[config.mk]
export PLATFORM = sky130hd
export DESIGN_NAME = rks_queue
export DESIGN_NICKNAME = d
export VERILOG_FILES = /design/src/hw/rtl/rks_pkg.sv /design/src/hw/rtl/rks_queue.sv
export SDC_FILE = /design/constraint.sdc
export NUM_CORES = 1
export LEC_CHECK = 0
export BUFFER_PORTS_ARGS = -buffer_cell sky130_fd_sc_hd__buf_2
export CAP_MARGIN = 20
export CORE_MARGIN = 2
export CORE_UTILIZATION = 50
export CTS_BUF_LIST = sky130_fd_sc_hd__clkbuf_16
export CTS_CLUSTER_SIZE = 40
export DETAILED_ROUTE_END_ITERATION = 8
export GPL_ROUTABILITY_DRIVEN = 0
export PLACE_DENSITY = 0.74
export SLEW_MARGIN = 30
export SYNTH_ARGS = -nofsm -noshare
export SYNTH_HDL_FRONTEND = slang
export SYNTH_SLANG_ARGS = --single-unit
[constraint.sdc]
create_clock -name clk -period 2.4 [get_ports clk]
set_clock_uncertainty 0.1 [all_clocks]
set_input_delay 0.12 -clock clk [delete_from_list [all_inputs] [get_ports clk]]
set_output_delay 0.12 -clock clk [all_outputs]
set_load 0.05 [all_outputs]
[src/hw/rtl/rks_pkg.sv]
`default_nettype none
// ----------------------------------------------------------------------------
// Rabbit keystream package
// Shared types, constants and helper functions for the keystream cipher.
// ----------------------------------------------------------------------------
package rks_pkg;

  localparam int QUEUE_DEPTH_DEF = 4;
  localparam int CFG_INDEX_W     = 2;
  localparam int CFG_DATA_W      = 64;
  localparam int BLOCK_W         = 128;
  localparam int BYTES_PER_BLOCK = 16;
  localparam int ADV_PHASES      = 11;
  localparam logic [3:0] PHASE_LAST = 4'(ADV_PHASES - 1);

  localparam logic KIND_SETUP = 1'b0;
  localparam logic KIND_DATA  = 1'b1;

  typedef enum logic [1:0] {
    CFG_KEY_LOW   = 2'd0,
    CFG_KEY_HIGH  = 2'd1,
    CFG_IV_VALUE  = 2'd2,
    CFG_IV_ENABLE = 2'd3
  } cfg_reg_e;

  typedef enum logic [2:0] {
    ST_IDLE,
    ST_KEY_ADV,
    ST_MIX,
    ST_IV_ADV,
    ST_BLK_ADV
  } eng_state_t;

  typedef struct packed {
    logic       kind;
    logic [7:0] data_byte;
    logic       raw_keystream;
    logic       last_of_message;
  } req_item_t;

  typedef struct packed {
    logic setup_req;
    logic take;
  } eng_req_t;

  typedef struct packed {
    logic               setup_ack;
    logic               blk_valid;
    logic [BLOCK_W-1:0] blk;
  } eng_rsp_t;

  function automatic logic [31:0] ctr_add(input logic [2:0] idx);
    logic [31:0] v;
    case (idx)
      3'd0, 3'd3, 3'd6: v = 32'h4D34D34D;
      3'd1, 3'd4, 3'd7: v = 32'hD34D34D3;
      3'd2, 3'd5:       v = 32'h34D34D34;
      default:          v = 32'h4D34D34D;
    endcase
    return v;
  endfunction

  function automatic logic [31:0] rotl16(input logic [31:0] v);
    return {v[15:0], v[31:16]};
  endfunction

  function automatic logic [31:0] rotl8(input logic [31:0] v);
    return {v[23:0], v[31:24]};
  endfunction

endpackage
`default_nettype wire

[src/hw/rtl/rks_queue.sv]
`default_nettype none
// ----------------------------------------------------------------------------
// Rabbit keystream request queue
// Front part: accepts requests and holds them for the back end.
// ----------------------------------------------------------------------------
module rks_queue import rks_pkg::*; #(
  parameter int QUEUE_DEPTH = QUEUE_DEPTH_DEF
) (
  input  wire logic      clk,
  input  wire logic      rst,
  input  wire logic      push,
  input  wire req_item_t push_item,
  output logic           full,
  output logic           head_valid,
  output req_item_t      head,
  input  wire logic      pop
);

  localparam int PTR_W = (QUEUE_DEPTH > 1) ? $clog2(QUEUE_DEPTH) : 1;
  localparam int CNT_W = $clog2(QUEUE_DEPTH + 1);

  req_item_t        mem [QUEUE_DEPTH];
  logic [PTR_W-1:0] wr_ptr;
  logic [PTR_W-1:0] rd_ptr;
  logic [CNT_W-1:0] count;
  logic             do_push;
  logic             do_pop;

  assign full       = (count == CNT_W'(QUEUE_DEPTH));
  assign head_valid = (count != '0);
  assign head       = mem[rd_ptr];
  assign do_push    = push && !full;
  assign do_pop     = pop && head_valid;

  always_ff @(posedge clk) begin
    if (do_push) begin
      mem[wr_ptr] <= push_item;
    end
  end

  always_ff @(posedge clk) begin
    if (rst) begin
      wr_ptr <= '0;
      rd_ptr <= '0;
      count  <= '0;
    end else begin
      if (do_push) begin
        wr_ptr <= (wr_ptr == PTR_W'(QUEUE_DEPTH - 1)) ? '0 : wr_ptr + 1'b1;
      end
      if (do_pop) begin
        rd_ptr <= (rd_ptr == PTR_W'(QUEUE_DEPTH - 1)) ? '0 : rd_ptr + 1'b1;
      end
      count <= count + CNT_W'(do_push) - CNT_W'(do_pop);
    end
  end

endmodule
`default_nettype wire

Word level (Yosys, flattened, before mapping)
Memories as Yosys holds them, arrays and structs flattened. A register that Yosys moved wholly into a read port is not among the register bits.
Cells that the tools add are included.
Word-level totals
  register bits: 7
  RAM bits: 44
  input port bits: 15
  output and inout port bits: 13
  logic and storage cells: 21
  memories kept: 1
Memories
  mem: depth 4, bits a word 11, read ports 1, clocked after Yosys merged registers in 1, wr ports 1, RTL line rks_queue.sv:22  | req_item_t mem [QUEUE_DEPTH];
Cells by class
  $add $sub $neg: 4
  equal/unequal tests: 3
  mux-type cells: 6
  reductions and logical operators: 4
Operator list (count)
  $mux 2: 4
  $add 2x1->2 const B: 2
  $eq 2x2->1 const B: 2
  $add 3x1->3: 1
  $eq 3x3->1 const B: 1
  $reduce_bool 3->1: 1
  $sub 3x1->3: 1
  $logic_and 1x1->1: 2
  $mux 1: 2
  $logic_not 1->1: 1

Logic depth before layout (Yosys ltp)
  depth after elaboration: 5
  depth in mapped cells: 12
  gate-level depth less buffers: 11

Worst setup path before layout
OpenSTA, ideal clock, no wires.
  path kind: reg2reg
  start point: register count[1]
  end point: register count[2]
  library setup time: 78 ps
  data arrival time: 2236 ps
  data required time: 2222 ps
  setup slack: -14 ps
  cell stages (with the launch flop): 13
  path buffers: 1
  period minus slack after synthesis: 2414 ps
  path through: dfxtp_1 or3b_1 buf_6 and2_4 inv_1 ha_1 inv_1 ha_1 inv_1 fa_1 xor2_1 and2_1 nor3_1
Between the ends
  cells in the longest elaborated chain, start to end: 5
  elaborated cells between the ends (all ways): 7
  classes of those cells: add/sub (2); eq/ne (1); reduce/logical (4)
Ends and longest elaborated chain
  start, declared: RTL line rks_queue.sv:25  | logic [CNT_W-1:0] count;
  start signal, assigned: RTL line rks_queue.sv:53  | count <= count + CNT_W'(do_push) - CNT_W'(do_pop);
  $eq 3x3->1: RTL line rks_queue.sv:29  | assign full = (count == CNT_W'(QUEUE_DEPTH));
  $logic_not 1->1: RTL line rks_queue.sv:32  | assign do_push = push && !full;
  $logic_and 1x1->1: RTL line rks_queue.sv:32
  $add 3x1->3: RTL line rks_queue.sv:53
  $sub 3x1->3 *: RTL line rks_queue.sv:53
Every way passes the cells marked *; elsewhere a longest branch is shown, timed or not.
A chain may end at the register's enable or synchronous reset.

Worst setup path after layout
Ends and elaborated chain as after synthesis.

==> summary.txt <==
Routing
  – DRT antenna net count: 0
  – Met3 WL: 167 um
  – Remaining DRCs: 0
  – Vias per std cell: 5.32
  – Vias: 1,085
  – Met1 Wirelength: 1350 um
  – Top Metal Used: met4
  – Detailed Route WL: 3360 um
  – DR WL/cell: 16.5 um
  – TritonRoute pass-1 iters: 4
  – Metal2 WL: 1760 um
  – Initial drt markers: 56

Global route
  – Initial antenna violation count: 0
  – GR Overflow Total: 0
  – Vias in the first global route: 1,081
  – Largest net degree at the start of global routing: 16
  – Tot GR Track Use: 16.6%
  – First-pass GRT wire length: 5190 um

Placement
  – Dpl ws: -75.7 ps
  – Port bufs: 27
  – Detailed Place HPWL: 2170 um

Min path
  – Hold/Removal Path Class: in2reg

Timing
  – Max Slew Vio Count: 0
  – Fin crit period: 2420 ps
  – Worst hold slack: 23.2 ps
  – Final Setup Violations: 1
  – Worst-Margin Slew: 609 ps
  – Final Cycle Share: 101%
  – Hold Vio Cnt, Final: 0
  – Relative slew slack: 59.4%
  – Highest Clock Rate: 413 MHz
  – RSZ-0062 raised after global routing: true
  – Worst setup margin: -23.2 ps

Finish
  – Final core utilization: 63.4%
  – Share of cells above drive strength 1: 37.0%
  – Most common cell after layout, fill and taps aside: edfxtp_1
  – Fillers: 283
  – Most frequent cells in the layout: edfxtp_1, buf_2, mux4_2, dlygate4sd3_1, inv_1
  – Synth-to-Final Area Change: 22.6%
  – Nets: 176
  – Antenna Diode Count: 0

Synth
  – Mean post-synth cell area: 19.2 um^2
  – Syn Nets: 131
  – Post-synthesis sequential area ratio: 72.6%
  – Ys Warns: 0
  – Mapped cell area: 0.00207 mm^2
  – Seq cells post-synth: 53
  – Count of cell types in the netlist: 27
  – Instance count of the mapped netlist: 108

Floorplan
  – Row cnt: 23
  – Die area: 0.00467 mm^2
  – Initial Utilization: 51.7%
  – Core box area: 0.00400 mm^2
  – Die height: 68.3 um
  – Die X: 68.3 um
  – # IOs: 28

Worst setup path
  – Crit path largest cell delay: 380 ps
  – CP Launch Type: register
  – CP Class: reg2reg
  – Worst-path cell chain: or3b_4, and2_4, inv_1, ha_1, inv_1, ha_1, inv_1, fa_2, xor2_1, and2_1, nor3_2
  – Critical Path Slowest Stage Cell: or3b_4
  – Largest delay contributor family on the critical path: simple AND/OR/NAND/NOR gates
  – Crit path required time: 2470 ps
  – Worst path bufs/invs: 3
  – CP max FO: 6
  – Most used cell, CP: inv_1
  – Critical Path Sink Type: register
  – Crit path DAT: 2500 ps

CTS
  – Clock sinks: 53
  – CTS Buffer Depth: 2
  – CTS tree: done
  – CTS clk-pin slew, worst paths: 60 ps
  – CTS H-tree depth: 2
  – Clk_lat worst skew: 280 ps
  – Number of setup buffers added after CTS: 0
  – Root Buffer: clkbuf_16
  – TritonCTS Buffers: 5

Run
  – Max Cap Viol: 0

Power and ir drop
  – Peak supply drop: 0.000589 V
  – LEAKAGE: 0.962 nW
  – PD cells: 1110 mW/mm^2

Run status
  – Failing checks: negative setup slack
  – Run status: finished, violations left
-- cells in the mapped netlist --
cell type  instances  area [um^2]
a21o_1             1         7.51
a21oi_1            2         10.0
and2_1             1         6.26
and2_4             1         8.76
and3_1             3         18.8
and3_2             1         7.51
buf_2              1         5.00
buf_6              1         11.3
clkbuf_1           2         7.51
dfxtp_1            9          180
edfxtp_1          44         1320
fa_1               1         20.0
ha_1               7         87.6
inv_1              7         26.3
mux2i_1            1         10.0
mux4_2            11          248
nand2_1            1         3.75
nand3_1            2         10.0
nor2_1             3         11.3
nor2b_1            1         6.26
nor3_1             2         10.0
o31ai_1            1         7.51
o31ai_2            1         12.5
or3_1              1         6.26
or3_2              1         7.51
or3b_1             1         8.76
xor2_1             1         8.76
-- through the flow --
stage	cell area, um^2	total power, W	instances	setup TNS (ps)
finish	2530	0.00282	204	-23.2
global route	2530	0.00295	204	-98.4
CTS	2530	0.00283	204	-4.63
detailed placement	2270	0.00215	185	-75.7
global placement	2270	0.00211	185	0
floorplan	2070	0.00193	108	0
-- flip-flops by register name, indices dropped and copies added (netlist names), named ones only --
register	count
wr_ptr	2
rd_ptr	2
mem	44
count	3
-- path summary, 6_finish.rpt --
path / start / endpoint / slack, ps / depth (start not counted)
max: count[1] / count[2] / -20 / 11
min reg2reg: rd_ptr[0] / register / 420 / 2
max reg2reg: count[1] / count[2] / -20 / 11
min: rst / wr_ptr[1] / 20 / 2
-- report_power, final --
group	internal (W)	switching (W)	total, W
Clock	0.000377	0.000284	0.000661
Combinational	0.000336	0.000620	0.000956
Sequential	0.00114	0.0000654	0.00120
-- kinds of logic (layout without fill, tap and decap cells) --
| kind of cell | after synthesis | count (layout) | synth area share, % |
|---|---|---|---|
| mux | 12 | 12 | 12.5 |
| xor+xnor | 1 | 1 | 0.424 |
| buf+inv | 11 | 57 | 2.42 |
| flops | 53 | 53 | 72.6 |
| fa+ha+maj | 8 | 8 | 5.20 |
| compound gates | 5 | 5 | 1.82 |
| simple gates | 18 | 18 | 5.08 |
-- metal layers --
layer | track usage [%] | up-vias
li1 | - | 512
met1 | 19.1 | 536
met2 | 27.4 | 31
met3 | 5.59 | 6
met4 | 9.00 | 0
met5 | 0 | -
-- area by class of cell --
cell class	count	area [um^2]	share of cell area, %
clock inverter	3	12.5	0.494
clock buffer	5	125	4.94
timing repair buffer	42	275	10.9
inverter	7	26.3	1.04
sequential	53	1510	59.4
multi-input combinational	44	527	20.8
tap	50	62.6	2.47
-- repair_timing --
action,CTS,global route
resized for setup,5,1
hold buffers,11,0
hold endpoints to repair,44,0
endpoints found under the setup margin,1,1
Note: power is estimated with default switching activity, not from simulation.
