`src/hw/rtl/rks_pkg.sv`:
```
`default_nettype none
// ----------------------------------------------------------------------------
// Rabbit keystream package
// Shared types, constants and helper functions for the keystream cipher.
// ----------------------------------------------------------------------------
package rks_pkg;

  localparam int QUEUE_DEPTH_DEF = 4;
  localparam int CFG_INDEX_W     = 2;
  localparam int CFG_DATA_W      = 64;
  localparam int BLOCK_W         = 128;
  localparam int BYTES_PER_BLOCK = 16;
  localparam int ADV_PHASES      = 11;
  localparam logic [3:0] PHASE_LAST = 4'(ADV_PHASES - 1);

  localparam logic KIND_SETUP = 1'b0;
  localparam logic KIND_DATA  = 1'b1;

  typedef enum logic [1:0] {
    CFG_KEY_LOW   = 2'd0,
    CFG_KEY_HIGH  = 2'd1,
    CFG_IV_VALUE  = 2'd2,
    CFG_IV_ENABLE = 2'd3
  } cfg_reg_e;

  typedef enum logic [2:0] {
    ST_IDLE,
    ST_KEY_ADV,
    ST_MIX,
    ST_IV_ADV,
    ST_BLK_ADV
  } eng_state_t;

  typedef struct packed {
    logic       kind;
    logic [7:0] data_byte;
    logic       raw_keystream;
    logic       last_of_message;
  } req_item_t;

  typedef struct packed {
    logic setup_req;
    logic take;
  } eng_req_t;

  typedef struct packed {
    logic               setup_ack;
    logic               blk_valid;
    logic [BLOCK_W-1:0] blk;
  } eng_rsp_t;

  function automatic logic [31:0] ctr_add(input logic [2:0] idx);
    logic [31:0] v;
    case (idx)
      3'd0, 3'd3, 3'd6: v = 32'h4D34D34D;
      3'd1, 3'd4, 3'd7: v = 32'hD34D34D3;
      3'd2, 3'd5:       v = 32'h34D34D34;
      default:          v = 32'h4D34D34D;
    endcase
    return v;
  endfunction

  function automatic logic [31:0] rotl16(input logic [31:0] v);
    return {v[15:0], v[31:16]};
  endfunction

  function automatic logic [31:0] rotl8(input logic [31:0] v);
    return {v[23:0], v[31:24]};
  endfunction

endpackage
`default_nettype wire

```
`src/hw/rtl/rks_back.sv`:
```
`default_nettype none
// ----------------------------------------------------------------------------
// Rabbit keystream back end
// Pops requests, selects keystream bytes and drives the result register.
// ----------------------------------------------------------------------------
module rks_back import rks_pkg::*; (
  input  wire logic      clk,
  input  wire logic      rst,
  input  wire logic      head_valid,
  input  wire req_item_t head,
  output logic           pop,
  output eng_req_t       req,
  input  wire eng_rsp_t  rsp,
  output logic           out_valid,
  input  wire logic      out_stall,
  output logic [7:0]     out_byte,
  output logic           out_last
);

  logic [4:0]         pos;
  logic [BLOCK_W-1:0] cur;
  logic               load;
  logic               exhausted;
  logic               issue;
  logic               take;
  logic [7:0]         ks;

  assign load      = !out_valid || !out_stall;
  assign exhausted = pos[4];
  assign issue     = head_valid && (head.kind == KIND_DATA) && load &&
                     (!exhausted || rsp.blk_valid);
  assign take      = issue && exhausted;
  assign ks        = take ? rsp.blk[7:0] : cur[{pos[3:0], 3'b000} +: 8];

  assign req.setup_req = head_valid && (head.kind == KIND_SETUP);
  assign req.take      = take;
  assign pop           = issue || rsp.setup_ack;

  always_ff @(posedge clk) begin
    if (rst) begin
      out_valid <= 1'b0;
      pos       <= 5'(BYTES_PER_BLOCK);
    end else begin
      if (load) begin
        out_valid <= issue;
      end
      if (rsp.setup_ack) begin
        pos <= 5'(BYTES_PER_BLOCK);
      end else if (take) begin
        pos <= 5'd1;
      end else if (issue) begin
        pos <= pos + 5'd1;
      end
    end
  end

  always_ff @(posedge clk) begin
    if (issue) begin
      out_byte <= head.raw_keystream ? ks : (ks ^ head.data_byte);
      out_last <= head.last_of_message;
    end
    if (take) begin
      cur <= rsp.blk;
    end
  end

`ifndef ASSERT_OFF
  a_pos_range: assert property (@(posedge clk) disable iff (rst)
    pos <= 5'(BYTES_PER_BLOCK))
    else $error("byte position out of range");
  a_setup_exhausts: assert property (@(posedge clk) disable iff (rst)
    rsp.setup_ack |=> pos == 5'(BYTES_PER_BLOCK))
    else $error("setup left block in use");
  a_take_restart: assert property (@(posedge clk) disable iff (rst)
    take |=> pos == 5'd1 && out_valid)
    else $error("block take did not restart position");
`endif

endmodule
`default_nettype wire

```
`config.mk`:
```
export PLATFORM = sky130hd
export DESIGN_NAME = rks_back
export DESIGN_NICKNAME = d
export VERILOG_FILES = /design/src/hw/rtl/rks_pkg.sv /design/src/hw/rtl/rks_back.sv
export SDC_FILE = /design/constraint.sdc
export NUM_CORES = 1
export LEC_CHECK = 0
export CAP_MARGIN = 20
export CORE_AREA = 2 2 104 106
export DETAILED_ROUTE_END_ITERATION = 8
export DIE_AREA = 0 0 106 108
export DONT_BUFFER_PORTS = 1
export PLACE_DENSITY = 0.8
export SETUP_SLACK_MARGIN = 0.3
export SLEW_MARGIN = 20
export SYNTH_ARGS = -nofsm -noshare
export SYNTH_HDL_FRONTEND = slang
export SYNTH_SLANG_ARGS = --single-unit
export TNS_END_PERCENT = 20
```
`constraint.sdc`:
```
create_clock -name clk -period 5.2 [get_ports clk]
set_input_delay 0.78 -clock clk [delete_from_list [all_inputs] [get_ports clk]]
set_output_delay 0.78 -clock clk [all_outputs]
set_load 0.05 [all_outputs]
```
Word level (Yosys, flattened, before mapping)
Index checks and enable logic that the tools add are counted.
W data, S select, Z words.
- muxes and demuxes: 4
- shift-type cells: 1
- reduce and logical (&&, ||, !) cells: 14
- $add $sub $neg: 1
- bitwise gates (word level): 2
- operators by type and width (operator ; count):
    $shiftx A128 B8 Y8 ; 1
    $mux W8 ; 2
    $mux W5 ; 2
    $xor A8 B8 Y8 ; 1
    $add A5 B1 Y5 const B ; 1
    $logic_and A1 B1 Y1 ; 5
    $logic_not A1 Y1 ; 3
    $logic_or A1 B1 Y1 ; 3
    $reduce_or A3 Y1 ; 1
    $reduce_bool A2 Y1 ; 1
    $reduce_or A2 Y1 ; 1
    $not A1 Y1 ; 1
- logic and storage cells: 28
- output and inout port bits: 13
- flip-flop bits (word level): 143

Logic depth before layout (Yosys ltp)
Gate-level depths: netlist of the first run.
- depth in word-level cells: 8
- gate-level depth with buffers: 7
- mapped depth without buffers: 6

Worst setup path after synthesis of the first run
OpenSTA, ideal clock, no wires.
- kind: input-to-output
- start: in head[10] (netlist bit)
- end: out req[0] (netlist bit)
- cell stages on the path: 5
- arrival: 4.560 ns
- slack: -0.140 ns
- path through: and2_1 nand4_1 clkbuf_1 inv_1 buf_4
- word-level cells in the longest chain between the ends: 4
- ends and longest elaborated chain (what ; line ; source):
    from (decl) ; rks_back.sv:10 ; input wire req_item_t head,
    $logic_and A1 B1 Y1 (3 in series) ; rks_back.sv:30 ; assign issue = head_valid && (head.kind == KIND_DATA) && load &&
    $logic_and A1 B1 Y1 ; rks_back.sv:32 ; assign take = issue && exhausted;
    to (decl) ; rks_back.sv:12 ; output eng_req_t req,
Every way passes these cells.

==> results of run 1 <==
## how the worst max path moves through the flow
stage / start / to / slack, ns / depth (start not counted)
floorplan: head[10] / req[0] / 0.43 / 5
global placement: head[10] / cur[19]$_DFFE_PP_ / 2.09 / 5
detailed placement: head[10] / cur[21]$_DFFE_PP_ / 2.07 / 5
CTS: out_valid$_SDFFE_PP0N_ / req[0] / 1.81 / 4
global route: out_valid$_SDFFE_PP0N_ / req[0] / 1.64 / 4
finish: out_valid$_SDFFE_PP0N_ / req[0] / 1.85 / 4
## registers in the layout, indices dropped and copies added (netlist names)
register / count
cur: 128
out_byte: 8
pos: 5
out_last: 1
out_valid: 1
## cells by family after synthesis
kind of cell / Yosys count / synth area share [%]
compound gates: 31 / 5.17
xor+xnor: 9 / 1.39
fa+ha+maj: 1 / 0.220
buf+inv: 17 / 1.85
flops: 143 / 74.4
mux: 56 / 13.7
simple gates: 36 / 3.25
## worst reg2reg max path: cells and delay by family, from the launching register on
kind,cells,cell delay (ns)
DFF,1,0.63
and+or+nand+nor,2,0.31
buffers and inverters,3,1.75
## synthesized netlist by cell type, drive strengths merged (3+ instances only)
library cell and n:
dfxtp 6, o221ai 8, a21oi 3, inv 3, o32ai 8, mux2i 40, edfxtp 137, nor2b 9
buf 11, xnor2 8, o22ai 8, mux4 16, clkbuf 3, nand2 5, nor2 12
## power groups by stage
stage	clock, uW	combinational, uW	sequential (uW)
global route	1140	69.4	1330
floorplan	0	55.4	1350
detailed placement	0	64.6	1350
global placement	0	63.3	1350
finish	1080	63.6	1330
CTS	1100	64.6	1330
## per-stage QoR
stage | worst slack [ns] | total power [uW] | area, um2 | instances
global placement | 2.09 | 1410 | 5800 | 419
CTS | 1.81 | 2490 | 6340 | 451
detailed placement | 2.07 | 1420 | 5800 | 419
global route | 1.64 | 2540 | 6340 | 451
finish | 1.85 | 2470 | 6340 | 452
floorplan | 0.432 | 1400 | 5690 | 293
## area by class of cell
type / count / area (um2)
multi-input cells: 133 / 1350
repair buffers: 4 / 30.0
clock inverters: 14 / 121
clock buffers: 18 / 418
inverters: 3 / 15.0
diodes: 1 / 2.50
flip-flops and latches: 143 / 4240
well taps: 136 / 170
fillers: 702 / 3890
## routing by layer
metal | track usage (%) | share of wire [%] | vias to the layer above
li1 | - | - | 1220
met1 | 21.9 | 36 | 1336
met2 | 34.4 | 54 | 126
met3 | 8.32 | 7.5 | 19
met4 | 8.83 | 2.2 | 0
met5 | 0 | 0 | -
==> flow_summary.toml, run 1 <==
[worst_setup_path]
r2r_start = "out_valid$_SDFFE_PP0N_"
path_buf_inv = 2
critPathLaunchType = "register"
regToRegEndpoint = "cur[109]$_DFFE_PP_"
crit_required_ns = 4.42
path_delay_family = "buffers and inverters"
ff2ff_setup_slack_ns = 2.15
cp.arrival_ns = 2.57
crit_fanout = 40
crit_type = "reg2out"
slowest_delay_ns = 0.81
path_cells = "nand2_1, nand4_1, buf_4, clkinvlp_4"
cp_slowest_cell = "clkinvlp_4"
cp-end-kind = "primary output"
r2r_cells = 5

[synth]
yosysWarnings = 0
ys_seq_area_share_pct = 74.4
async_reset_ff_share_pct = 0
synth_area_leaders = "edfxtp_1 (72%), mux2i_1 (7.0%), mux4_2 (4.4%), mux4_1 (2.3%), o32ai_2 (2.3%)"
synth_area_mm2 = 0.00569
syn_nets = 439
synth_top_cell_by_area = "edfxtp_1"
synth_edf_count = 137
synthCells = 293
synth_top_area_share_pct = 72.3
synthDistinctLibCells = 34
synth-seq-cells = 143
synthFlopType = "edfxtp_1"
syn_avg_cell_area_um2 = 19.4

[detailed_routing]
wl_per_cell_um = 24.0
via_count = 2701
wl_mm = 10.9
remaining_drc_errors = 0
drtPass1Iterations = 4
drt_iter0_drc = 129
detail-route-antenna-nets = 0
drt-vias-per-instance = 5.98

[layout]
drive_gt1_share_pct = 18.4
fin_util_pct = 62.0
final_common_cell = "edfxtp_1"
area_delta_synth_final_pct = 11.5
final_cell_mix = "edfxtp_1 (137), mux2i_1 (40), clkbuf_16 (16)"
layout.nets = 448

[floorplan]
start_util_pct = 55.6
die_area_mm2 = 0.0114
pin_count = 158
rows = 37
die_h_um = 108
fp.coreArea_mm2 = 0.0102
die_w_um = 106

[global_routing]
grt_pass1_vias = 2846
grt_usage_pct = 20.0
antenna_found_initial = 1
overflow = 0
grt_max_degree = 55
grt_pass1_wl_mm = 16.0

[placed_design]
port_buffers = 0
hpwl_mm = 7.70
place.gp.congestion = 0.790

[clocking]
worstSkewPairLatency_ns = 0.52
clkTransAtPathRegs_ns = 0.06
cts.path.max_buffers = 2
cts-resized-gates = 0
postCtsSetupBuffers = 0
cts_root_buffer = "clkbuf_8"
htree_levels = 4
clock_sinks = 143
cts_tree = "yes"
cts_buffers = 17
cts_hold_buf = 0

[power_and_ir_drop]
p_leak_uw = 0.00192
p_sw_share_pct = 20.8
p_int_uw = 1960
pwr-share-clk_pct = 43.8
power_density_mw_per_mm2 = 390
peakVddDrop_uv = 236
pwr-share-seq_pct = 53.6
comb_power_share_pct = 2.6
p_switching_uw = 514

[sta]
slew_violations = 0
hold_violations = 0
tightest_slew_ns = 1.11
fmax_ghz = 0.298
rsz0062_at_grt = "no"
setup_viol = 0
relSlewSlack_pct = 25.9
fin_tns_setup_ns = 0
min_period_ns = 3.35
min_period_over_period_pct = 64.5
hold_ws_ns = 0.325
worst_clock_skew_ns = 0.00776

[min_path]
hold_depth = 1
hold_end = "out_valid$_SDFFE_PP0N_"
min_from = "rst"
hold_class = "in2reg"

[flow_run]
max-cap-violations = 0

[status]
outcome = "completed"
No activity file was read; power rests on OpenSTA's default activity.
==> inputs of run 2 (changes only) <==
--- a/config.mk
+++ b/config.mk
@@ -5,12 +5,13 @@
 export SDC_FILE = /design/constraint.sdc
 export NUM_CORES = 1
 export LEC_CHECK = 0
+export ABC_AREA = 1
 export CAP_MARGIN = 20
-export CORE_AREA = 2 2 104 106
+export CORE_AREA = 2 2 108 110
 export DETAILED_ROUTE_END_ITERATION = 8
-export DIE_AREA = 0 0 106 108
+export DIE_AREA = 0 0 110 112
 export DONT_BUFFER_PORTS = 1
-export PLACE_DENSITY = 0.8
+export PLACE_DENSITY = 0.81
 export SETUP_SLACK_MARGIN = 0.3
 export SLEW_MARGIN = 20
 export SYNTH_ARGS = -nofsm -noshare
==> constraint.sdc (replaced) <==
create_clock -name clk -period 2.97 [get_ports clk]
set_input_delay 0.4455 -clock clk [delete_from_list [all_inputs] [get_ports clk]]
set_output_delay 0.4455 -clock clk [all_outputs]
set_load 0.05 [all_outputs]
==> run 2 against run 1 <==
  * Critical path type unchanged
  * Global-route usage rose by 3.9 points
  * Critical path depth did not move
  * Sequential power rose by 74%
  * Sequential share of layout area fell by 6.0 points
  * Core utilization rose by 0.44 points
  * Total power rose by 83%
  * Largest cell class unchanged
  * Combinational power rose to 2.6 times the previous value
==> flow_summary.toml, run 2 <==
[status]
outcome = "completed"

[synth]
async_reset_ff_share_pct = 0
syn_nets = 761
yosys.cell_count.top_type = "nand2_1"
synth_edf_count = 137
synthDistinctLibCells = 20
synth_area_leaders = "edfxtp_1 (66%), nand2_1 (12%), nand3_1 (7.9%), inv_1 (6.1%), dfxtp_1 (1.9%)"
synth_area_mm2 = 0.00624
synth_top_cell_by_area = "edfxtp_1"
ys_top_cells_by_count = "nand2_1 (202), edfxtp_1 (137), inv_1 (102)"
synth_top_area_share_pct = 66.0
yosysWarnings = 0
syn_avg_cell_area_um2 = 10.1
synthFlopType = "edfxtp_1"
synth-seq-cells = 143
ys_seq_area_share_pct = 67.9
synthCells = 615

[layout]
final_cell_mix = "nand2_1 (201), edfxtp_1 (137), inv_1 (100)"
regMostFlops = "cur"
final_common_cell = "nand2_1"
antenna_cells = 0
reg.largest.list = "cur (128), out_byte (8), pos (5)"
finalNonFillerCells = 775
largest_reg_flops = 128
area_delta_synth_final_pct = 11.9
drive_gt1_share_pct = 9.02
layout.nets = 765
fillers = 875

[worst_setup_path]
r2r_cells = 11
slowest_delay_ns = 0.47
crit_required_ns = 2.52
critPathLaunchType = "register"
cp.arrival_ns = 2.00
crit_fanout = 13
path_cells = "inv_1, o21ai_1, inv_2, or2_2"
cp-end-kind = "primary output"
crit_type = "reg2out"
cp_slowest_cell = "or2_2"

[floorplan]
pin_count = 158
rows = 39
fp.coreArea_mm2 = 0.0112
die_w_um = 110
die_area_mm2 = 0.0123
start_util_pct = 55.8
die_h_um = 112

[detailed_routing]
via_count = 4141
drt_iter0_drc = 259
wl_per_cell_um = 17.7
wl_mm = 13.7
drt-vias-per-instance = 5.34
remaining_drc_errors = 0
drtPass1Iterations = 7
detail-route-antenna-nets = 0

[clocking]
cts.path.max_buffers = 2
cts-resized-gates = 0
htree_levels = 4
cts_buffers = 17
cts_tree = "yes"
cts_root_buffer = "clkbuf_16"
worstSkewPairLatency_ns = 0.43
postCtsSetupBuffers = 0
cts_hold_buf = 0
clkTransAtPathRegs_ns = 0.06
clock_sinks = 143

[sta]
hold_violations = 0
tightest_slew_ns = 0.886
fmax_ghz = 0.409
relSlewSlack_pct = 40.7
rsz0062_at_grt = "no"
slew_violations = 0
setup_viol = 0
fin_tns_setup_ns = 0
min_period_ns = 2.45
min_period_over_period_pct = 82.4
worst_clock_skew_ns = 0.00954

[global_routing]
overflow = 0
grt_usage_pct = 23.9
grt_pass1_vias = 4092
grt_pass1_wl_mm = 21.2
antenna_found_initial = 1
grt_max_degree = 67

[placed_design]
dp.cells = 743
hpwl_mm = 9.47
place.gp.congestion = 0.906
port_buffers = 0

[power_and_ir_drop]
pwr-share-seq_pct = 51.1
power_density_mw_per_mm2 = 649
pwr-share-clk_pct = 45.3
p_leak_uw = 0.00298
p_sw_share_pct = 21.3
peakVddDrop_uv = 532
p_int_uw = 3560
comb_power_share_pct = 3.6
p_switching_uw = 962

[min_path]
hold_class = "in2reg"
hold_depth = 1

[flow_run]
max-cap-violations = 0
## run 2: area by class of cell
class                           instances  area [um2]  area share (%)
Clock buffer                           19         433            6.20
Clock inverter                         13         139            1.99
Inverter                              106         402            5.76
Multi-Input combinational cell        342        1480            21.2
Sequential cell                       143        4240            60.7
Tap cell                              143         179            2.56
Timing Repair Buffer                    9         105            1.51
## run 2: worst paths after layout
path | start | endpoint | slack, ns
worst max-delay path | pos[4]$_SDFFE_PP1P_ | pop | 0.52
worst max register to register | pos[0]$_SDFFE_PP0P_ | out_byte[1]$_DFFE_PN_ | 0.93
worst min register to register | pos[3]$_SDFFE_PP0N_ | pos[3]$_SDFFE_PP0N_ | 0.54
worst min-delay path | rst | out_valid$_SDFFE_PP0N_ | 0.07
## run 2: kinds of logic after synthesis
group	after synthesis	share of synthesized area, %
AO/OA/AOI/OAI	18	1.48
buffers and inverters	130	8.53
adder cells (fa/ha/maj)	1	0.201
flip-flops	143	67.9
AND/OR/NAND/NOR	323	21.9
## run 2: worst max-delay path, delay by kind of cell (launching register included)
kind	cells	cell delay (ns)
AOI/OAI and AO/OA	1	0.40
buffers and inverters	2	0.32
DFF	1	0.38
and+or+nand+nor	1	0.47
## run 2: power groups by stage
stage,Sequential (uW),Combinational (uW),Clock (uW)
floorplan,2350,127,0
global placement,2350,158,0
detailed placement,2360,163,0
CTS,2310,164,2080
global route,2320,187,2180
finish,2310,164,2050
## run 2: through the flow
step	worst slack [ns]	hold WS (ns)	util, %	instance area (um2)	total power (uW)
finish	0.524	0.0705	62.4	6980	4530
global route	0.439	0.0496	62.4	6980	4680
CTS	0.362	0.0527	62.4	6980	4560
detailed placement	0.835	0.512	57.3	6410	2520
global placement	0.879	0.510	57.3	6410	2510
floorplan	-0.444	0.479	-	6260	2480
## run 2: routing by layer
layer	track usage, %	wire length [um]	up-vias
met3	10.9	1620	33
li1	-	-	2006
met1	28.0	4990	1887
met5	0	0	-
met2	37.5	6770	215
met4	10.5	365	0
